File: config.mk
export PLATFORM = sky130hd
export DESIGN_NAME = motor_drive_mode_fsm_core_flat
export DESIGN_NICKNAME = d
export VERILOG_FILES = /design/src/rtl/mdm_pkg.sv /design/src/rtl/mdm_if.sv /design/src/rtl/motor_drive_mode_fsm_core.sv /design/src/flat_wrapper.sv
export SDC_FILE = /design/constraint.sdc
export NUM_CORES = 1
export LEC_CHECK = 0
export BUFFER_PORTS_ARGS = -buffer_cell sky130_fd_sc_hd__buf_2
export CORE_MARGIN = 8
export CORE_UTILIZATION = 52
export DETAILED_ROUTE_END_ITERATION = 6
export PLACE_DENSITY = 0.87
export SYNTH_ARGS = -nofsm -noshare
export SYNTH_HDL_FRONTEND = slang
export SYNTH_SLANG_ARGS = --single-unit
File: constraint.sdc
create_clock -name clk -period 3.37 [get_ports clk]
set_input_delay 0.1685 -clock clk [delete_from_list [all_inputs] [get_ports clk]]
set_output_delay 0.1685 -clock clk [all_outputs]
set_load 0.005 [all_outputs]
File: src/rtl/mdm_pkg.sv
// Shared types and constants for the motor drive mode controller.
package mdm_pkg;

  typedef enum logic [2:0] {
    MODE_STOPPED = 3'd0,
    MODE_ACCEL   = 3'd1,
    MODE_RUN     = 3'd2,
    MODE_DECEL   = 3'd3,
    MODE_CHDIR   = 3'd4,
    MODE_EMERG   = 3'd5,
    MODE_BRAKE   = 3'd6
  } mode_t;

  localparam logic [1:0] DIR_FWD   = 2'd0;
  localparam logic [1:0] DIR_REV   = 2'd1;
  localparam logic [1:0] DIR_BRAKE = 2'd2;
  localparam logic [1:0] DIR_UNUSED = 2'd3;

  localparam logic [15:0] SLOW_SPEED_RESET = 16'd6;

  typedef struct packed {
    logic        load_target;
    logic [1:0]  new_target_dir;
    logic [9:0]  new_target_duty;
    logic [15:0] measured_speed;
    logic        emergency_active;
    logic        brake_request;
  } tick_word_t;

  typedef struct packed {
    logic [2:0] mode;
    logic       relay_level;
    logic       relay_changed;
    logic [9:0] duty_out;
    logic [1:0] drive_dir;
  } drive_word_t;

endpackage

File: src/rtl/mdm_if.sv
// Valid/ready channel interfaces for the tick and drive words.
interface mdm_tick_if;
  import mdm_pkg::*;
  logic       valid;
  logic       ready;
  tick_word_t data;
  modport source (output valid, output data, input ready);
  modport sink (input valid, input data, output ready);
endinterface

interface mdm_drive_if;
  import mdm_pkg::*;
  logic        valid;
  logic        ready;
  drive_word_t data;
  modport source (output valid, output data, input ready);
  modport sink (input valid, input data, output ready);
endinterface

File: src/rtl/motor_drive_mode_fsm_core.sv
// Motor drive mode controller: tick word in, mode, relay, duty and direction word out.
//
//   channel   kind       direction  word
//   tick      valid/rdy  sink       tick_word_t (target, speed, emergency, brake)
//   drive     valid/rdy  source     drive_word_t (mode, relay, duty, direction)
//   cfg       write      sink       slow speed threshold, 16 bits
//
// A tick word is registered in the input register on acceptance and its drive word
// is then registered in the output register; one word can be accepted every cycle
// while the drive side does not stall. The mode and drive state update with it.
// A stalled drive word holds the input register; the tick side stays ready while
// either register is free. Synchronous reset restores the power-up mode and
// a threshold of 6.
module motor_drive_mode_fsm_core #(
  parameter int unsigned FULL_DUTY = 1000
) (
  input  logic               clk,
  input  logic               rst,
  input  logic               cfg_wr_en,
  input  logic [15:0]        cfg_wr_data,
  mdm_tick_if.sink           tick,
  mdm_drive_if.source        drive
);
  import mdm_pkg::*;

  localparam logic [9:0] DUTY_LIMIT = (FULL_DUTY > 1023) ? 10'd1023 : 10'(FULL_DUTY);

  logic [15:0] slow_speed_threshold;
  mode_t       mode_state, mode_state_next;
  logic [1:0]  target_dir, target_dir_next;
  logic [9:0]  goal_duty, goal_duty_next;
  logic [1:0]  current_dir, current_dir_next;
  logic [9:0]  motor_duty, motor_duty_next;
  logic [9:0]  applied_duty, applied_duty_next;
  logic [1:0]  applied_dir, applied_dir_next;
  logic        relay_state, relay_state_next;

  tick_word_t  s1_data;
  logic        s1_valid;
  logic        s1_advance;
  logic        s1_fire;
  drive_word_t out_data;
  logic        out_valid;

  logic [1:0]  tdir;
  logic [9:0]  tduty;

  assign s1_advance = !out_valid || drive.ready;
  assign s1_fire    = s1_valid && s1_advance;
  assign tick.ready = !s1_valid || s1_advance;
  assign drive.valid = out_valid;
  assign drive.data  = out_data;

  always_comb begin
    tdir  = target_dir;
    tduty = goal_duty;
    if (s1_data.load_target) begin
      tdir  = (s1_data.new_target_dir == DIR_UNUSED) ? DIR_BRAKE : s1_data.new_target_dir;
      tduty = (s1_data.new_target_duty > DUTY_LIMIT) ? DUTY_LIMIT : s1_data.new_target_duty;
    end

    mode_state_next = mode_state;
    if (s1_data.emergency_active) begin
      mode_state_next = MODE_EMERG;
    end else if (s1_data.brake_request) begin
      mode_state_next = MODE_BRAKE;
    end else begin
      case (mode_state)
        MODE_STOPPED: begin
          if (tdir != current_dir) mode_state_next = MODE_CHDIR;
          else if (tduty != 10'd0) mode_state_next = MODE_ACCEL;
        end
        MODE_CHDIR: begin
          mode_state_next = (tduty == 10'd0) ? MODE_STOPPED : MODE_ACCEL;
        end
        MODE_ACCEL, MODE_RUN: begin
          if (tduty == 10'd0) mode_state_next = MODE_DECEL;
          else if (current_dir != tdir) mode_state_next = MODE_DECEL;
          else if (tduty < motor_duty) mode_state_next = MODE_DECEL;
          else if (tduty > motor_duty) mode_state_next = MODE_ACCEL;
          else mode_state_next = MODE_RUN;
        end
        MODE_DECEL: begin
          if (s1_data.measured_speed < slow_speed_threshold) mode_state_next = MODE_CHDIR;
          else if (tduty > motor_duty) mode_state_next = MODE_ACCEL;
        end
        MODE_EMERG: begin
          if (tduty == 10'd0) mode_state_next = MODE_STOPPED;
          else if (tdir != current_dir) mode_state_next = MODE_CHDIR;
          else if (tduty > motor_duty) mode_state_next = MODE_ACCEL;
          else mode_state_next = MODE_DECEL;
        end
        MODE_BRAKE: mode_state_next = MODE_CHDIR;
        default: mode_state_next = mode_state;
      endcase
    end

    target_dir_next   = tdir;
    goal_duty_next    = tduty;
    current_dir_next  = current_dir;
    motor_duty_next   = motor_duty;
    applied_duty_next = applied_duty;
    applied_dir_next  = applied_dir;
    relay_state_next  = relay_state;

    case (mode_state_next)
      MODE_STOPPED: relay_state_next = 1'b0;
      MODE_ACCEL, MODE_RUN, MODE_DECEL: begin
        relay_state_next = 1'b1;
        if (tdir != current_dir) begin
          applied_duty_next = 10'd0;
        end else begin
          motor_duty_next   = tduty;
          applied_duty_next = tduty;
        end
      end
      MODE_CHDIR: begin
        relay_state_next = 1'b1;
        applied_dir_next = tdir;
        current_dir_next = tdir;
      end
      MODE_BRAKE: begin
        // A differing direction loads full duty; a matching one takes the target duty.
        relay_state_next = 1'b1;
        if (tdir != current_dir) begin
          motor_duty_next   = DUTY_LIMIT;
          applied_duty_next = 10'd0;
        end else begin
          motor_duty_next   = tduty;
          applied_duty_next = tduty;
        end
        target_dir_next  = DIR_BRAKE;
        applied_dir_next = DIR_BRAKE;
      end
      default: relay_state_next = relay_state;
    endcase
  end

  always_ff @(posedge clk) begin
    if (rst) begin
      slow_speed_threshold <= SLOW_SPEED_RESET;
    end else if (cfg_wr_en) begin
      slow_speed_threshold <= cfg_wr_data;
    end
  end

  always_ff @(posedge clk) begin
    if (rst) begin
      mode_state   <= MODE_STOPPED;
      target_dir   <= DIR_FWD;
      goal_duty    <= 10'd0;
      current_dir  <= DIR_FWD;
      motor_duty   <= 10'd0;
      applied_duty <= 10'd0;
      applied_dir  <= DIR_FWD;
      relay_state  <= 1'b0;
    end else if (s1_fire) begin
      mode_state   <= mode_state_next;
      target_dir   <= target_dir_next;
      goal_duty    <= goal_duty_next;
      current_dir  <= current_dir_next;
      motor_duty   <= motor_duty_next;
      applied_duty <= applied_duty_next;
      applied_dir  <= applied_dir_next;
      relay_state  <= relay_state_next;
    end
  end

  always_ff @(posedge clk) begin
    if (rst) begin
      s1_valid <= 1'b0;
    end else if (tick.ready) begin
      s1_valid <= tick.valid;
    end
  end

  always_ff @(posedge clk) begin
    if (tick.valid && tick.ready) begin
      s1_data <= tick.data;
    end
  end

  always_ff @(posedge clk) begin
    if (rst) begin
      out_valid <= 1'b0;
    end else if (s1_advance) begin
      out_valid <= s1_valid;
    end
  end

  always_ff @(posedge clk) begin
    if (s1_fire) begin
      out_data.mode          <= mode_state_next;
      out_data.relay_level   <= relay_state_next;
      out_data.relay_changed <= relay_state_next != relay_state;
      out_data.duty_out      <= applied_duty_next;
      out_data.drive_dir     <= applied_dir_next;
    end
  end

`ifndef SYNTHESIS
  // The tick side may only stall while both registers are occupied.
  a_no_bubble_stall: assert property (@(posedge clk) disable iff (rst)
    !tick.ready |-> (s1_valid && out_valid && !drive.ready))
    else $error("tick channel stalled with a free register");

  a_stopped_relay_off: assert property (@(posedge clk) disable iff (rst)
    (out_valid && out_data.mode == MODE_STOPPED) |-> !out_data.relay_level)
    else $error("relay on in stopped mode");

  a_brake_dir: assert property (@(posedge clk) disable iff (rst)
    (out_valid && out_data.mode == MODE_BRAKE) |-> (out_data.drive_dir == DIR_BRAKE))
    else $error("brake mode without brake direction");

  a_duty_limit: assert property (@(posedge clk) disable iff (rst)
    out_valid |-> (out_data.duty_out <= DUTY_LIMIT && motor_duty <= DUTY_LIMIT))
    else $error("duty above full duty limit");

  // A word that goes out reflects the relay state the registers now hold.
  a_relay_tracks: assert property (@(posedge clk) disable iff (rst)
    (s1_fire) |=> (out_data.relay_level == relay_state))
    else $error("reported relay level differs from relay state");
`endif

endmodule

File: src/flat_wrapper.sv
// flat-port wrapper written by rule: the top's interface ports become plain ports
module motor_drive_mode_fsm_core_flat import mdm_pkg::*;
#(
  parameter int unsigned FULL_DUTY = 1000
)
  (clk, rst, cfg_wr_en, cfg_wr_data, tick_valid, tick_data, tick_ready, drive_valid, drive_data, drive_ready);
  mdm_tick_if tick_i ();
  mdm_drive_if drive_i ();
  input  logic clk;
  input  logic rst;
  input  logic cfg_wr_en;
  input  logic [15:0] cfg_wr_data;
  input wire logic [$bits(tick_i.valid)-1:0] tick_valid;
  input wire logic [$bits(tick_i.data)-1:0] tick_data;
  output wire logic [$bits(tick_i.ready)-1:0] tick_ready;
  output wire logic [$bits(drive_i.valid)-1:0] drive_valid;
  output wire logic [$bits(drive_i.data)-1:0] drive_data;
  input wire logic [$bits(drive_i.ready)-1:0] drive_ready;
  assign tick_i.valid = tick_valid;
  assign tick_i.data = tick_data;
  assign tick_ready = tick_i.ready;
  assign drive_valid = drive_i.valid;
  assign drive_data = drive_i.data;
  assign drive_i.ready = drive_ready;
  motor_drive_mode_fsm_core #(.FULL_DUTY(FULL_DUTY)) u_core (.clk(clk), .rst(rst), .cfg_wr_en(cfg_wr_en), .cfg_wr_data(cfg_wr_data), .tick(tick_i), .drive(drive_i));
endmodule
=== After elaboration in Yosys (flattened, before gate mapping) ===
Cells that the tools add are included.

* Bits in registers: 106
* Bits of input ports: 52
* Output and inout bits: 19

* Equal/unequal tests: 16
* Reductions and logical operators: 17
* Multiplexer cells: 27
* Magnitude comparators: 4

{| class="wikitable"
|+ Operator list
! operator !! number
|-
| $mux 10 || 6
|-
| $mux 3 || 11
|-
| $pmux 10 s2 || 1
|-
| $pmux 3 s6 || 1
|-
| $lt 16x16->1 || 1
|-
| $eq 3x3->1 const B || 5
|-
| $eq 3x2->1 const B || 4
|-
| $gt 10x10->1 || 1
|-
| $gt 10x10->1 const B || 1
|-
| $logic_not 10->1 || 1
|-
| $lt 10x10->1 || 1
|-
| $mux 2 || 5
|-
| $reduce_bool 10->1 || 1
|-
| $eq 3x1->1 const B || 2
|-
| $logic_not 3->1 || 2
|-
| $reduce_or 5->1 || 1
|-
| $ne 2x2->1 || 2
|-
| $pmux 2 s2 || 1
|-
| $reduce_or 4->1 || 1
|-
| $reduce_and 3->1 || 1
|-
| $reduce_or 3->1 || 1
|-
| $eq 2x2->1 const B || 1
|-
| $logic_and 1x1->1 || 2
|-
| $logic_not 1->1 || 2
|-
| other kinds (8) || 9
|}

=== Depth between registers and ports, before layout ===
* Depth in word-level cells: 15
* Mapped depth: 16
* Mapped depth without buffers: 13

=== Worst setup path before layout ===
OpenSTA, ideal clock, no wires.

* Path kind: flip-flop to flip-flop
* From: register u_core.s1_data[30] (netlist name)
* To: register u_core.out_data (netlist bit u_core.drive.data[0]) (data pin)
* Setup time: 260 ps
* Setup slack: -177 ps
* Stages on the path, launching flop included: 16
* Path buffers: 4
* Arrival time: 3,287 ps
* Required time: 3,110 ps
* Period minus slack after synthesis: 3,547 ps
* Cell sequence: edfxtp_1 buf_6 buf_2 buf_1 mux2i_1 inv_1 ha_1 nand4_1 or3_1 a31oi_1 o21a_1 o211a_4 a21oi_2 buf_6 a21oi_1 mux2_2

* Cells in the longest elaborated chain, start to end: 11
* Elaborated cells between the ends (all ways): 26
* Classes of those cells: order compare (2); eq/ne (4); mux (18); reduce/logical (2)

{| class="wikitable"
|+ Ends and longest elaborated chain
! element !! RTL line !! text
|-
| start, declared || motor_drive_mode_fsm_core.sv:38 || <nowiki>tick_word_t s1_data;</nowiki>
|-
| start signal, assigned || motor_drive_mode_fsm_core.sv:179 || <nowiki>s1_data <= tick.data;</nowiki>
|-
| $mux 10 * || motor_drive_mode_fsm_core.sv:57 || <nowiki>if (s1_data.load_target) begin</nowiki>
|-
| named net u_core.goal_duty_next[7] || motor_drive_mode_fsm_core.sv:31 || <nowiki>logic [9:0] goal_duty, goal_duty_next;</nowiki>
|-
| $gt 10x10->1 || motor_drive_mode_fsm_core.sv:80, motor_drive_mode_fsm_core.sv:85 ||
|-
| $mux 2 || motor_drive_mode_fsm_core.sv:80 || <nowiki>else if (tduty > motor_duty) mode_state_next = MODE_ACCEL;</nowiki>
|-
| $mux 3 || motor_drive_mode_fsm_core.sv:79 || <nowiki>else if (tduty < motor_duty) mode_state_next = MODE_DECEL;</nowiki>
|-
| $mux 3 || motor_drive_mode_fsm_core.sv:78 || <nowiki>else if (current_dir != tdir) mode_state_next = MODE_DECEL;</nowiki>
|-
| $mux 3 || motor_drive_mode_fsm_core.sv:77 || <nowiki>if (tduty == 10'd0) mode_state_next = MODE_DECEL;</nowiki>
|-
| $pmux 3 s6 * || motor_drive_mode_fsm_core.sv:68 || <nowiki>case (mode_state)</nowiki>
|-
| $mux 3 * || motor_drive_mode_fsm_core.sv:65 || <nowiki>end else if (s1_data.brake_request) begin</nowiki>
|-
| $mux 3 * || motor_drive_mode_fsm_core.sv:63 || <nowiki>if (s1_data.emergency_active) begin</nowiki>
|-
| named net u_core.mode_state_next[0] || motor_drive_mode_fsm_core.sv:29 || <nowiki>mode_t mode_state, mode_state_next;</nowiki>
|-
| $eq 3x3->1 || motor_drive_mode_fsm_core.sv:106 || <nowiki>case (mode_state_next)</nowiki>
|-
| $pmux 2 s2 * || motor_drive_mode_fsm_core.sv:106 ||
|-
| named net u_core.applied_dir_next[0] || motor_drive_mode_fsm_core.sv:35 || <nowiki>logic [1:0] applied_dir, applied_dir_next;</nowiki>
|-
| end, declared || motor_drive_mode_fsm_core.sv:42 || <nowiki>drive_word_t out_data;</nowiki>
|}

The timed path passes the listed nets; every way through them passes the cells marked *.
A chain may end at the register's enable or synchronous reset.

=== Worst setup path in the final report ===
* From: register u_core.s1_data[24] (netlist name)
* To: register u_core.out_data (netlist bit u_core.drive.data[12]) (data pin)

* Cells in the longest elaborated chain, start to end: 15
* Elaborated cells between the ends (all ways): 31
* Classes of those cells: order compare (3); eq/ne (6); mux (18); reduce/logical (4)

{| class="wikitable"
|+ Ends and longest elaborated chain
! element !! RTL line !! text
|-
| $gt 10x10->1 * || motor_drive_mode_fsm_core.sv:59 || <nowiki>tduty = (s1_data.new_target_duty > DUTY_LIMIT) ? DUTY_LIMIT : s1_data.new_target_duty;</nowiki>
|-
| $mux 10 * || motor_drive_mode_fsm_core.sv:59 ||
|-
| $mux 10 * || motor_drive_mode_fsm_core.sv:57 ||
|-
| named net u_core.goal_duty_next[1] || motor_drive_mode_fsm_core.sv:31 ||
|-
| $gt 10x10->1 || motor_drive_mode_fsm_core.sv:80, motor_drive_mode_fsm_core.sv:85, motor_drive_mode_fsm_core.sv:90 ||
|-
| $mux 2 || motor_drive_mode_fsm_core.sv:80 ||
|-
| $mux 3 || motor_drive_mode_fsm_core.sv:79 ||
|-
| $mux 3 || motor_drive_mode_fsm_core.sv:78 ||
|-
| $mux 3 || motor_drive_mode_fsm_core.sv:77 ||
|-
| $pmux 3 s6 * || motor_drive_mode_fsm_core.sv:68 ||
|-
| $mux 3 * || motor_drive_mode_fsm_core.sv:65 ||
|-
| $mux 3 * || motor_drive_mode_fsm_core.sv:63 ||
|-
| $eq 3x3->1, or another cell as far along || motor_drive_mode_fsm_core.sv:106 ||
|-
| $reduce_or 5->1 (no line) || -- ||
|-
| $pmux 1 s2 * || motor_drive_mode_fsm_core.sv:106 ||
|-
| $ne 1x1->1 * || motor_drive_mode_fsm_core.sv:195 || <nowiki>out_data.relay_changed <= relay_state_next != relay_state;</nowiki>
|}

Marks and branches as above.

==> impl_metrics.yaml <==
route:
  drt_first_pass_iters: 7
  wirelength_mm: 13.4
  vias_per_cell: 5.76
  postRouteAntennaNets: 0
  vias: 4352
  drc: 1
  drt_first_iter_violations: 312
  routedWlPerCell_um: 17.7
finish:
  syn_to_final_growth_pct: 26.3
  num-nets-final: 695
  diodes: 0
  layout_common_cells: "buf_2 (70), dfxtp_1 (58), nor2_1 (48), edfxtp_1 (48), inv_1 (36)"
  final_common_cell: "buf_2"
  drive_above_1_share_pct: 27.9
worst_setup_path:
  end_kind: "flip-flop"
  crit_start: "u_core.s1_data[24]"
  crit_end: "u_core.drive.data[12]"
  worstPathRequired_ns: 3.51
  path_max_fanout: 5
  r2r_start: "u_core.s1_data[24]"
  rrSetupSlack_ns: 0.02
  critical_path_class: "reg2reg"
  r2r_cells: 14
  reg2reg_to: "u_core.drive.data[12]"
  worstSetupStartpointType: "flip-flop"
  critPathArrivalTime_ns: 3.49
synth:
  avgSynthCellArea_um2: 10.5
  yosys_warnings: 0
  postSynth.asyncResetShare_pct: 0
  synthCells: 494
  synthDistinctLibCells: 65
  synth-seq-area-share_pct: 50.2
  ys.flop_type: "dfxtp_1"
  syn_area_um2: 5180
  syn_nets: 571
  synth_edf_count: 48
  synth-seq-cells: 106
clock_tree:
  ctsRootBufferMaster: "clkbuf_8"
  cts_buffers: 9
  htree_levels: 3
  clkLatencyLatePin_ns: 0.38
  cts_tree: "built"
  ctsLongestPathBuffers: 2
  cts.sinks: 106
  clk_pin_slew_worst_paths_ns: 0.11
timing:
  hold_ws_ns: 0.0177
  grt_setup_unrepaired: "true"
  tightest_slew_ns: 0.632
  finalSetupViolCount: 0
  fin_crit_ns: 3.35
  slew-limit-headroom_pct: 56.8
  skew_ns: 0.0145
  hold_viol: 0
  fmax_mhz: 299
  final-max-slew-violation-count: 0
  fin_crit_sh_pct: 99.4
floorplanning:
  fp.dieH_um: 116
  die-area_um2: 13400
  coreArea_um2: 9730
  io_pins: 71
  die_w_um: 116
  initial_core_util_pct: 53.3
  placementRows: 36
place:
  port_buffers: 70
  hpwlAfterDp_mm: 8.60
  gp_congestion: 0.918
power_and_ir_drop:
  powerDensity_nw_per_um2: 442
  power_uw: 2890
  p_leak_uw: 0.00268
  ir_drop_mv: 0.210
global_routing:
  grt_max_degree: 50
  grt_usage_pct: 19.7
  grt_pass1_wl_mm: 21.0
  overflow: 0
  grt_pass1_vias: 4343
  antenna_found_initial: 0
min_path:
  hold_class: "in2reg"
flow_run:
  maxCapViolCount: 0
run_status:
  violations: "design-rule violations"
  outcome: "finished with violations"
## routing by layer
metal | part of all wire, % | vias up | wire length [um] | GRT usage (%)
li1 | - | 2066 | - | -
met1 | 40 | 2055 | 5380 | 23.8
met2 | 50 | 205 | 6660 | 33.8
met3 | 8.0 | 26 | 1070 | 3.54
met4 | 1.9 | 0 | 256 | 8.38
met5 | 0 | - | 0 | 0
## critical path: stages (launching register included)
cell and delay, ns:
edfxtp_1 0.37, nand4_1 0.17, o21a_2 0.30, a21oi_2 0.16, inv_2 0.07, ha_4 0.27
nor2b_4 0.12, o211ai_1 0.10, a21o_1 0.23, a211oi_2 0.25, o22a_2 0.23, buf_6 0.12
o211ai_2 0.09, or4_4 0.49, o211a_1 0.14
## kinds of logic (layout without fill, tap and decap cells)
logic type / after synthesis / count (layout) / synth area share, %
mux: 34 / 34 / 6.88
flops: 106 / 106 / 50.2
fa+ha+maj: 25 / 25 / 6.04
compound gates: 121 / 121 / 17.6
xor+xnor: 2 / 2 / 0.338
buf+inv: 66 / 194 / 5.39
simple gates: 140 / 141 / 13.5
## sequential cells by signal, summed over array words and instances (netlist names), 3 cells and up
signal / flops
u_core.goal_duty: 10
u_core.slow_speed_threshold: 16
u_core.s1_data: 31
u_core.motor_duty: 10
u_core.mode_state: 3
u_core.drive.data: 17
u_core.applied_duty: 10
## cell usage after synthesis (7+ instances only)
| library cell | n | area share [%] |
|---|---|---|
| dfxtp_1 | 58 | 22 |
| edfxtp_1 | 48 | 28 |
| nor2_1 | 48 | 3.5 |
| inv_1 | 37 | 2.7 |
| a21oi_1 | 33 | 3.2 |
| nand2_1 | 28 | 2.0 |
| ha_1 | 25 | 6.0 |
| mux2i_1 | 21 | 4.1 |
| clkbuf_1 | 16 | 1.2 |
| a211oi_1 | 13 | 1.9 |
| mux2_2 | 13 | 2.8 |
| o31ai_1 | 10 | 1.4 |
| nand4_1 | 9 | 1.1 |
| nor2b_1 | 9 | 1.1 |
| nor3_1 | 9 | 0.87 |
| o21ai_0 | 9 | 0.87 |
| nor4_1 | 7 | 0.85 |
| o311a_1 | 7 | 1.4 |
## how the worst min path moves through the flow
| stage | start | endpoint | depth (start not counted) |
|---|---|---|---|
| 3_3_place_gp | tick_data[20] | u_core.s1_data[20] | 1 |
| 5_1_grt | cfg_wr_data[1] | u_core.slow_speed_threshold[1] | 3 |
| 4_1_cts | cfg_wr_data[1] | u_core.slow_speed_threshold[1] | 3 |
| 6_report | cfg_wr_data[1] | u_core.slow_speed_threshold[1] | 3 |
| 2_1_floorplan | tick_data[0] | u_core.s1_data[0] | 0 |
| 3_5_place_dp | tick_data[22] | u_core.s1_data[22] | 1 |
## where the power goes
group	total [uW]	switching, uW	internal (uW)
clock	794	466	327
sequential	1460	40.4	1420
combinational	638	344	293
total	2890	851	2040
## through the flow
step / util, % / TNS [ns] / cell area [um2] / instances / setup slack [ns]
floorplan: - / 0 / 5190 / 494 / 0.0277
global placement: 59.1 / 0 / 5750 / 694 / 0.0798
detailed placement: 59.1 / -1.01 / 5750 / 694 / -0.0992
CTS: 64.7 / 0 / 6290 / 742 / 0.0162
global route: 67.3 / -1.57 / 6550 / 756 / -0.0963
finish: 67.3 / 0 / 6550 / 756 / 0.0208
## layout make-up
cell class,count,area (um2)
clock buffer,10,149
clock inverter,6,53.8
sequential,106,2600
timing repair buffer,140,985
fill,715,3180
tap,133,166
inverter,38,143
multi-input combinational,323,2450
## what timing repair did
item | CTS | global route
hold buffers | 31 | 0
buffers inserted | 1 | 13
cloned | 0 | 1
gates resized for setup | 6 | 34
pin swaps | 2 | 13
endpoints found under the hold margin | 31 | 0
setup endpoints to repair | 14 | 30
(Power assumes the default switching activity.)
